==> config.mk <==
export PLATFORM = sky130hd
export DESIGN_NAME = cursor_line_edit_buffer
export DESIGN_NICKNAME = d
export VERILOG_FILES = /design/src/hdl/lceb_pkg.sv /design/src/hdl/lceb_ram.sv /design/src/hdl/lceb_datapath.sv /design/src/hdl/lceb_ctrl.sv /design/src/hdl/cursor_line_edit_buffer.sv
export SDC_FILE = /design/constraint.sdc
export NUM_CORES = 1
export LEC_CHECK = 0
export BUFFER_PORTS_ARGS = -buffer_cell sky130_fd_sc_hd__buf_2
export CORE_UTILIZATION = 45
export CTS_CLUSTER_DIAMETER = 30
export DETAILED_ROUTE_END_ITERATION = 8
export GPL_TIMING_DRIVEN = 0
export HOLD_SLACK_MARGIN = 0.12
export SLEW_MARGIN = 0
export SYNTH_ARGS = -nofsm -noshare
export SYNTH_HDL_FRONTEND = slang
export SYNTH_HIERARCHICAL = 1
export SYNTH_SLANG_ARGS = --single-unit
==> constraint.sdc <==
create_clock -name clk -period 7.1 [get_ports clk]
set_clock_uncertainty 0.1 [all_clocks]
set_input_delay 1.065 -clock clk [delete_from_list [all_inputs] [get_ports clk]]
set_output_delay 1.065 -clock clk [all_outputs]
set_load 0.02 [all_outputs]
==> src/hdl/lceb_pkg.sv <==
// Package with the sizes, request codes, controller states and command types of the edit buffer.
`default_nettype none
package lceb_pkg;

  localparam int LCEB_DEPTH  = 64;
  localparam int LCEB_ADDR_W = $clog2(LCEB_DEPTH);
  localparam int LCEB_CNT_W  = $clog2(LCEB_DEPTH + 1);
  localparam int LCEB_CHAR_W = 8;
  localparam int LCEB_REQ_W  = 3;

  typedef logic [LCEB_CNT_W-1:0]  cnt_t;
  typedef logic [LCEB_ADDR_W-1:0] addr_t;
  typedef logic [LCEB_CHAR_W-1:0] char_t;

  typedef enum logic [LCEB_REQ_W-1:0] {
    REQ_INSERT = 3'd0,
    REQ_LEFT   = 3'd1,
    REQ_RIGHT  = 3'd2,
    REQ_BACK   = 3'd3,
    REQ_FLUSH  = 3'd4
  } req_t;

  typedef enum logic [2:0] {
    ST_IDLE,
    ST_MOVE_L,
    ST_MOVE_R,
    ST_SHOW,
    ST_EMPTY
  } state_t;

  typedef struct packed {
    logic push_left;
    logic push_right;
    logic wsrc_ram;
    logic rd_left_top;
    logic rd_right_top;
    logic dec_left;
    logic set_ovf;
    logic flush_start;
    logic flush_step;
    logic flush_clear;
    logic emit_empty;
  } cmd_t;

  typedef struct packed {
    logic full;
    logic lc_zero;
    logic rc_zero;
    logic empty;
    logic at_last;
  } status_t;

endpackage
`default_nettype wire

==> src/hdl/lceb_ram.sv <==
// Generic single-write, single-read RAM with a registered read port.
`default_nettype none
module lceb_ram #(
  parameter int WIDTH = 8,
  parameter int DEPTH = 64
) (
  input  wire logic                     clk,
  input  wire logic                     we,
  input  wire logic [$clog2(DEPTH)-1:0] waddr,
  input  wire logic [WIDTH-1:0]         wdata,
  input  wire logic                     re,
  input  wire logic [$clog2(DEPTH)-1:0] raddr,
  output logic      [WIDTH-1:0]         rdata
);

  logic [WIDTH-1:0] mem [DEPTH];

  always_ff @(posedge clk) begin
    if (we) begin
      mem[waddr] <= wdata;
    end
    if (re) begin
      rdata <= mem[raddr];
    end
  end

endmodule
`default_nettype wire

==> src/hdl/lceb_datapath.sv <==
// Datapath with the two text stacks, their counts, the overflow flag and the flush walk.
`default_nettype none
module lceb_datapath
  import lceb_pkg::*;
(
  input  wire logic    clk,
  input  wire logic    rst_n,
  input  wire cmd_t    cmd,
  input  wire char_t   char_in,
  output status_t      status,
  output char_t        text_char,
  output logic         char_valid,
  output logic         last,
  output logic         overflow
);

  cnt_t  lc_r, lc_nxt;
  cnt_t  rc_r, rc_nxt;
  logic  ovf_r, ovf_nxt;
  cnt_t  pos_r;
  logic  sel_r;

  cnt_t  total;
  cnt_t  lc_m1;
  cnt_t  rc_m1;
  cnt_t  p;
  cnt_t  r_idx;
  logic  left_side;
  logic  flush_rd;

  logic  l_we, l_re, r_we, r_re;
  addr_t l_raddr, r_raddr;
  char_t l_wdata, l_rdata, r_rdata;

  assign total     = lc_r + rc_r;
  assign lc_m1     = lc_r - cnt_t'(1);
  assign rc_m1     = rc_r - cnt_t'(1);
  assign flush_rd  = cmd.flush_start | cmd.flush_step;
  assign p         = cmd.flush_start ? '0 : pos_r + cnt_t'(1);
  assign left_side = p < lc_r;
  assign r_idx     = total - cnt_t'(1) - p;

  assign l_we    = cmd.push_left;
  assign l_wdata = cmd.wsrc_ram ? r_rdata : char_in;
  assign l_re    = cmd.rd_left_top | (flush_rd & left_side);
  assign l_raddr = cmd.rd_left_top ? lc_m1[LCEB_ADDR_W-1:0] : p[LCEB_ADDR_W-1:0];

  assign r_we    = cmd.push_right;
  assign r_re    = cmd.rd_right_top | (flush_rd & ~left_side);
  assign r_raddr = cmd.rd_right_top ? rc_m1[LCEB_ADDR_W-1:0] : r_idx[LCEB_ADDR_W-1:0];

  lceb_ram #(
    .WIDTH(LCEB_CHAR_W),
    .DEPTH(LCEB_DEPTH)
  ) u_left_ram (
    .clk  (clk),
    .we   (l_we),
    .waddr(lc_r[LCEB_ADDR_W-1:0]),
    .wdata(l_wdata),
    .re   (l_re),
    .raddr(l_raddr),
    .rdata(l_rdata)
  );

  lceb_ram #(
    .WIDTH(LCEB_CHAR_W),
    .DEPTH(LCEB_DEPTH)
  ) u_right_ram (
    .clk  (clk),
    .we   (r_we),
    .waddr(rc_r[LCEB_ADDR_W-1:0]),
    .wdata(l_rdata),
    .re   (r_re),
    .raddr(r_raddr),
    .rdata(r_rdata)
  );

  always_comb begin
    lc_nxt  = lc_r;
    rc_nxt  = rc_r;
    ovf_nxt = ovf_r;
    if (cmd.flush_clear) begin
      lc_nxt  = '0;
      rc_nxt  = '0;
      ovf_nxt = 1'b0;
    end else begin
      if (cmd.push_left) begin
        lc_nxt = lc_r + cnt_t'(1);
      end else if (cmd.rd_left_top || cmd.dec_left) begin
        lc_nxt = lc_m1;
      end
      if (cmd.push_right) begin
        rc_nxt = rc_r + cnt_t'(1);
      end else if (cmd.rd_right_top) begin
        rc_nxt = rc_m1;
      end
      if (cmd.set_ovf) begin
        ovf_nxt = 1'b1;
      end
    end
  end

  always_ff @(posedge clk) begin
    if (!rst_n) begin
      lc_r  <= '0;
      rc_r  <= '0;
      ovf_r <= 1'b0;
    end else begin
      lc_r  <= lc_nxt;
      rc_r  <= rc_nxt;
      ovf_r <= ovf_nxt;
    end
  end

  always_ff @(posedge clk) begin
    if (flush_rd) begin
      pos_r <= p;
      sel_r <= left_side;
    end
  end

  assign status.full    = total == cnt_t'(LCEB_DEPTH);
  assign status.lc_zero = lc_r == '0;
  assign status.rc_zero = rc_r == '0;
  assign status.empty   = total == '0;
  assign status.at_last = pos_r == total - cnt_t'(1);

  assign text_char  = cmd.emit_empty ? '0 : (sel_r ? l_rdata : r_rdata);
  assign char_valid = ~cmd.emit_empty;
  assign last       = cmd.emit_empty | status.at_last;
  assign overflow   = ovf_r;

endmodule
`default_nettype wire

==> src/hdl/lceb_ctrl.sv <==
// Controller state machine that decodes requests and sequences moves and flush runs.
`default_nettype none
module lceb_ctrl
  import lceb_pkg::*;
(
  input  wire logic                  clk,
  input  wire logic                  rst_n,
  input  wire logic                  in_valid,
  input  wire logic [LCEB_REQ_W-1:0] req_type,
  output logic                       in_ready,
  output logic                       out_valid,
  input  wire logic                  out_ready,
  input  wire status_t               status,
  output cmd_t                       cmd
);

  state_t state_r, state_nxt;

  always_ff @(posedge clk) begin
    if (!rst_n) begin
      state_r <= ST_IDLE;
    end else begin
      state_r <= state_nxt;
    end
  end

  always_comb begin
    state_nxt = state_r;
    cmd       = '0;
    in_ready  = 1'b0;
    out_valid = 1'b0;
    unique case (state_r)
      ST_IDLE: begin
        in_ready = 1'b1;
        if (in_valid) begin
          unique case (req_t'(req_type))
            REQ_INSERT: begin
              if (status.full) begin
                cmd.set_ovf = 1'b1;
              end else begin
                cmd.push_left = 1'b1;
              end
            end
            REQ_LEFT: begin
              if (!status.lc_zero) begin
                cmd.rd_left_top = 1'b1;
                state_nxt       = ST_MOVE_L;
              end
            end
            REQ_RIGHT: begin
              if (!status.rc_zero) begin
                cmd.rd_right_top = 1'b1;
                state_nxt        = ST_MOVE_R;
              end
            end
            REQ_BACK: begin
              if (!status.lc_zero) begin
                cmd.dec_left = 1'b1;
              end
            end
            REQ_FLUSH: begin
              if (status.empty) begin
                state_nxt = ST_EMPTY;
              end else begin
                cmd.flush_start = 1'b1;
                state_nxt       = ST_SHOW;
              end
            end
            default: begin
            end
          endcase
        end
      end
      ST_MOVE_L: begin
        cmd.push_right = 1'b1;
        state_nxt      = ST_IDLE;
      end
      ST_MOVE_R: begin
        cmd.push_left = 1'b1;
        cmd.wsrc_ram  = 1'b1;
        state_nxt     = ST_IDLE;
      end
      ST_SHOW: begin
        out_valid = 1'b1;
        if (out_ready) begin
          if (status.at_last) begin
            cmd.flush_clear = 1'b1;
            state_nxt       = ST_IDLE;
          end else begin
            cmd.flush_step = 1'b1;
          end
        end
      end
      ST_EMPTY: begin
        out_valid      = 1'b1;
        cmd.emit_empty = 1'b1;
        if (out_ready) begin
          cmd.flush_clear = 1'b1;
          state_nxt       = ST_IDLE;
        end
      end
      default: begin
        state_nxt = ST_IDLE;
      end
    endcase
  end

endmodule
`default_nettype wire

==> src/hdl/cursor_line_edit_buffer.sv <==
// Top level of the cursor line-edit buffer: controller plus stack datapath.
// Requests arrive on the in_ stream: in_tuser holds the request code, in_tdata the byte to
// insert. Insert, backspace and ignored requests are done on acceptance; a cursor move goes
// through a move state, as the top byte of one stack is read and written to the other stack.
// A flush produces the whole text on the out_ stream, first byte to last, with out_tlast on
// the final transfer; the first byte is shown the cycle after the flush is accepted and the
// following bytes follow one per cycle while the receiver takes them.
// An empty buffer flushes as one transfer with char_valid low and out_tlast high.
// While a flush run or a move is under way in_tready is low. When the receiver stalls the
// current byte is held on the RAM output register until it is taken.
// Reset clears both counts, the overflow flag and the controller; stack contents are not
// cleared, since only bytes below a count are ever read.
`default_nettype none
module cursor_line_edit_buffer
  import lceb_pkg::*;
(
  input  wire logic                  clk,
  input  wire logic                  rst_n,
  input  wire logic                  in_tvalid,
  output logic                       in_tready,
  input  wire logic [7:0]            in_tdata,  // [7:0] char_in
  input  wire logic [LCEB_REQ_W-1:0] in_tuser,  // [2:0] req_type
  output logic                       out_tvalid,
  input  wire logic                  out_tready,
  output logic      [7:0]            out_tdata, // [7:0] text_char
  output logic      [1:0]            out_tuser, // [0] char_valid, [1] overflow
  output logic                       out_tlast
);

  cmd_t    cmd;
  status_t status;
  logic    char_valid;
  logic    overflow;

  lceb_ctrl u_ctrl (
    .clk      (clk),
    .rst_n    (rst_n),
    .in_valid (in_tvalid),
    .req_type (in_tuser),
    .in_ready (in_tready),
    .out_valid(out_tvalid),
    .out_ready(out_tready),
    .status   (status),
    .cmd      (cmd)
  );

  lceb_datapath u_datapath (
    .clk       (clk),
    .rst_n     (rst_n),
    .cmd       (cmd),
    .char_in   (in_tdata),
    .status    (status),
    .text_char (out_tdata),
    .char_valid(char_valid),
    .last      (out_tlast),
    .overflow  (overflow)
  );

  assign out_tuser = {overflow, char_valid};

endmodule
`default_nettype wire

==> metrics.yaml <==
path_class: "reg2reg"
finalSetupViolations: 0
synth-edff-count: 1048
start_kind: "register"
holdBufCountCts: 0
ys_warn_count: 6
clockBufferDepth: 3
cts_root_buffer: "clkbuf_16"
synth-simple-area-share: 0.0467
die_y_um: 312
ios: 28
crit_arrival_ps: 7230
p_comb_frac: 0.200
cts_resized: 8
reg2reg_from: "u_datapath/lc_r[0]$_SDFFE_PP0P_"
coreArea_mm2: 0.0952
grt_overflow: 0
final_common_cell: "edfxtp_1"
final_cell_mix: "1048 x edfxtp_1, 252 x mux4_2, 216 x nor2_1, 202 x clkbuf_16, 66 x nand2_1"
grt_use_total: 0.232
required_ps: 7500
synth_top_family_by_area: "multiplexers"
ir_drop_mv: 0.266
die_area_mm2: 0.0974
syn_nets: 2276
muxShareOfSynthArea: 0.153
power_frac_seq: 0.339
vias_per_cell: 5.89
met1_usage: 0.305
final_net_count: 2526
reg2regPathDepth: 22
clockPowerShare: 0.461
critPathMaxStageDelay_ps: 530
slowest_stage: "or4_4"
slew_headroom: 0.0612
grt_start_max_net_pins: 65
synth_top_cell_area_share: 0.727
area_growth_pct: 21.4
port-buffer-count: 27
netlist_area_mm2: 0.0433
cts.clk_slew.worst_paths_ps: 50
grt_pass1_vias: 23700
internal-power_mw: 14.8
rsz0062_at_grt: "false"
crit_chain: "ha_1 -> fa_1 -> a21o_1 -> a21oi_2 -> xnor2_1 -> or4_4 -> and2b_1 -> nor2_1 -> clkbuf_1 -> nor2_2 -> ha_1 -> inv_1 -> fa_1 -> xnor2_1 -> o21ai_0 -> buf_2 -> buf_4 -> clkbuf_2 -> buf_2 -> o221ai_1 -> o21a_1 -> o41ai_2"
synth_area_leader_cell: "edfxtp_1"
grt_pass1_wl_um: 161000
clkLatencyLatePin_ps: 780
dr_total_vias: 23100
hp-start: "u_datapath/overflow$_SDFFE_PP0P_"
switching_share: 0.285
synth_xor_area_frac: 0.0100
ant_nets: 0
syn_area_per_cell_um2: 19.4
cts_buffers: 202
worst_hold_path_type: "reg2reg"
fmax_ghz: 0.146
antenna_found_initial: 0
cap_violations: 0
routedWlPerCell_um: 28.5
synthFlopType: "edfxtp_1"
cts_sinks: 1066
fin_crit_sh: 0.962
crit_fanout: 12
crit_family: "buffers and inverters"
p_per_area_mw_per_mm2: 395
firstDrtPassIters: 7
dp_hpwl_um: 74000
power_mw: 20.8
globalplace.congestion: 0.916
hold_violations: 0
utilization: 0.552
antenna_cells: 0
postSynthCellCount: 2234
initial_core_util: 0.455
switchingPower_mw: 5.93
synthAdderAreaFrac: 0.00815
drt-total-wl_um: 112000
post_cts_buffers: 0
worst_pin_slew_ps: 1400
status: "finished clean"
drc: 0
min_to: "u_datapath/overflow$_SDFFE_PP0P_"
end_kind: "register"
grt.met2_usage: 0.369
synth_compound_area_frac: 0.0281
cts.htree.levels: 4
row_count: 113
synth.area.top_cells: "edfxtp_1 73%, mux4_2 13%, nor2_1 1.9%, mux2i_1 1.3%, mux2_2 0.91%"
grtUsageMet3: 0.0514
hold_depth: 2
crit_buf_inv: 6
min_period_ps: 6830
synth_seq_cells: 1066
drt_first_iter_violations: 2597
ys_types: 66
drive_gt1_frac: 0.285
ys_seq_area_frac: 0.735
p_leak_nw: 17.1
async_flop_share: 0
slew_violations: 0
reg2reg_setup_slack_ps: 270
grt.busiest_layer: "met2"
r2r_end: "u_datapath/u_right_ram/rdata[3]$_DFFE_PP_"
die_x_um: 312
cts_tree: "built"
## worst register-to-register path, stage by stage, from the launching register on
cell	delay, ps
dfxtp_1	470
ha_1	340
fa_1	420
a21o_1	190
a21oi_2	170
xnor2_1	160
or4_4	530
and2b_1	290
nor2_1	70
clkbuf_1	200
nor2_2	240
ha_1	190
inv_1	60
fa_1	400
xnor2_1	160
o21ai_0	140
buf_2	270
buf_4	310
clkbuf_2	440
buf_2	500
o221ai_1	220
o21a_1	210
o41ai_2	510
## power by group through the flow
stage	sequential (mW)	clock, mW	combinational [mW]
after floorplan	7.15	0	2.51
after global placement	7.20	0	3.90
after detailed placement	7.16	0	4.01
after CTS	7.05	9.71	4.07
after global routing	7.04	10.0	4.31
final	7.05	9.58	4.15
## state kept, by name, indices dropped and copies added (netlist names)
register / cells
u_datapath/pos_r: 7
u_datapath/lc_r: 7
u_datapath/overflow: 1
u_ctrl/state_r: 3
u_datapath/u_right_ram/mem: 512
u_datapath/u_left_ram/mem: 512
u_datapath/u_left_ram/rdata: 8
u_datapath/sel_r: 1
u_datapath/rc_r: 7
u_datapath/u_right_ram/rdata: 8
## area by class of cell
class / count / area, um2
Sequential cell: 1066 / 31800
Timing Repair Buffer: 47 / 637
Tap cell: 1265 / 1580
Clock buffer: 224 / 5160
Buffer: 116 / 703
Multi-Input combinational cell: 1027 / 10700
Fill cell: 7194 / 42600
Inverter: 24 / 90.1
Clock inverter: 151 / 1820
## cell usage after synthesis, types with 5 or more instances
cell       instances
mux2_2            35
o221ai_1          17
edfxtp_1        1048
xnor2_1           31
nor2_1           217
o2111ai_1          6
buf_1              8
mux4_2           252
a21oi_1           25
inv_1             24
nand3b_1          12
dfxtp_1           18
nor3_1            24
nor2b_1           31
ha_1              25
o21a_1             5
buf_4             28
a21o_1             6
buf_2             22
o32ai_1            5
nand3_1           33
nand4_1            6
nand2_1           66
clkbuf_1          47
o22ai_1           17
xor2_1            16
nand2b_1          21
nor3b_1            6
o21ai_0           21
a211oi_1           8
o2bb2ai_1          6
buf_6              8
a221oi_1          13
a22oi_1            6
mux2i_1           57
nor4_1             5
## stage by stage
step / setup TNS [ps] / hold WS, ps / std cells / setup slack, ps / cell area [um2]
floorplan: 0 / 342 / 2234 / 1550 / 43300
global placement: -5440 / 362 / 3526 / -848 / 45000
detailed placement: -5920 / 379 / 3546 / -941 / 45500
CTS: 0 / 390 / 3921 / 65.7 / 52500
global route: 0 / 423 / 3920 / 12.8 / 52600
finish: 0 / 394 / 3920 / 272 / 52600
## routing by layer
| metal | routed length (um) | share of wire |
|---|---|---|
| met5 | 0 | 0 |
| met4 | 4460 | 0.040 |
| met3 | 8780 | 0.079 |
| met2 | 54100 | 0.48 |
| met1 | 44200 | 0.40 |
## cells by family (layout without fill, tap and decap cells)
kind of cell	count (synthesis)	in the layout
DFF	1066	1066
and+or+nand+nor	440	440
muxes	344	344
AOI/OAI and AO/OA	168	168
buffers and inverters	141	562
xor gates and xnor gates	48	48
adders and majority gates	27	27
## worst max path at each step
stage	from	end	slack (ps)	cells after the start
4_1_cts	u_datapath/lc_r[0]$_SDFFE_PP0P_	u_datapath/u_right_ram/rdata[6]$_DFFE_PP_	70	23
2_1_floorplan	u_datapath/lc_r[0]$_SDFFE_PP0P_	u_datapath/u_right_ram/rdata[0]$_DFFE_PP_	1550	24
5_1_grt	u_datapath/lc_r[0]$_SDFFE_PP0P_	u_datapath/u_right_ram/rdata[3]$_DFFE_PP_	10	24
3_5_place_dp	u_datapath/rc_r[0]$_SDFFE_PP0P_	u_datapath/u_right_ram/rdata[3]$_DFFE_PP_	-940	22
3_3_place_gp	u_datapath/rc_r[0]$_SDFFE_PP0P_	u_datapath/u_right_ram/rdata[2]$_DFFE_PP_	-850	24
6_report	u_datapath/lc_r[0]$_SDFFE_PP0P_	u_datapath/u_right_ram/rdata[3]$_DFFE_PP_	270	22
No activity file was read; power rests on OpenSTA's default activity.
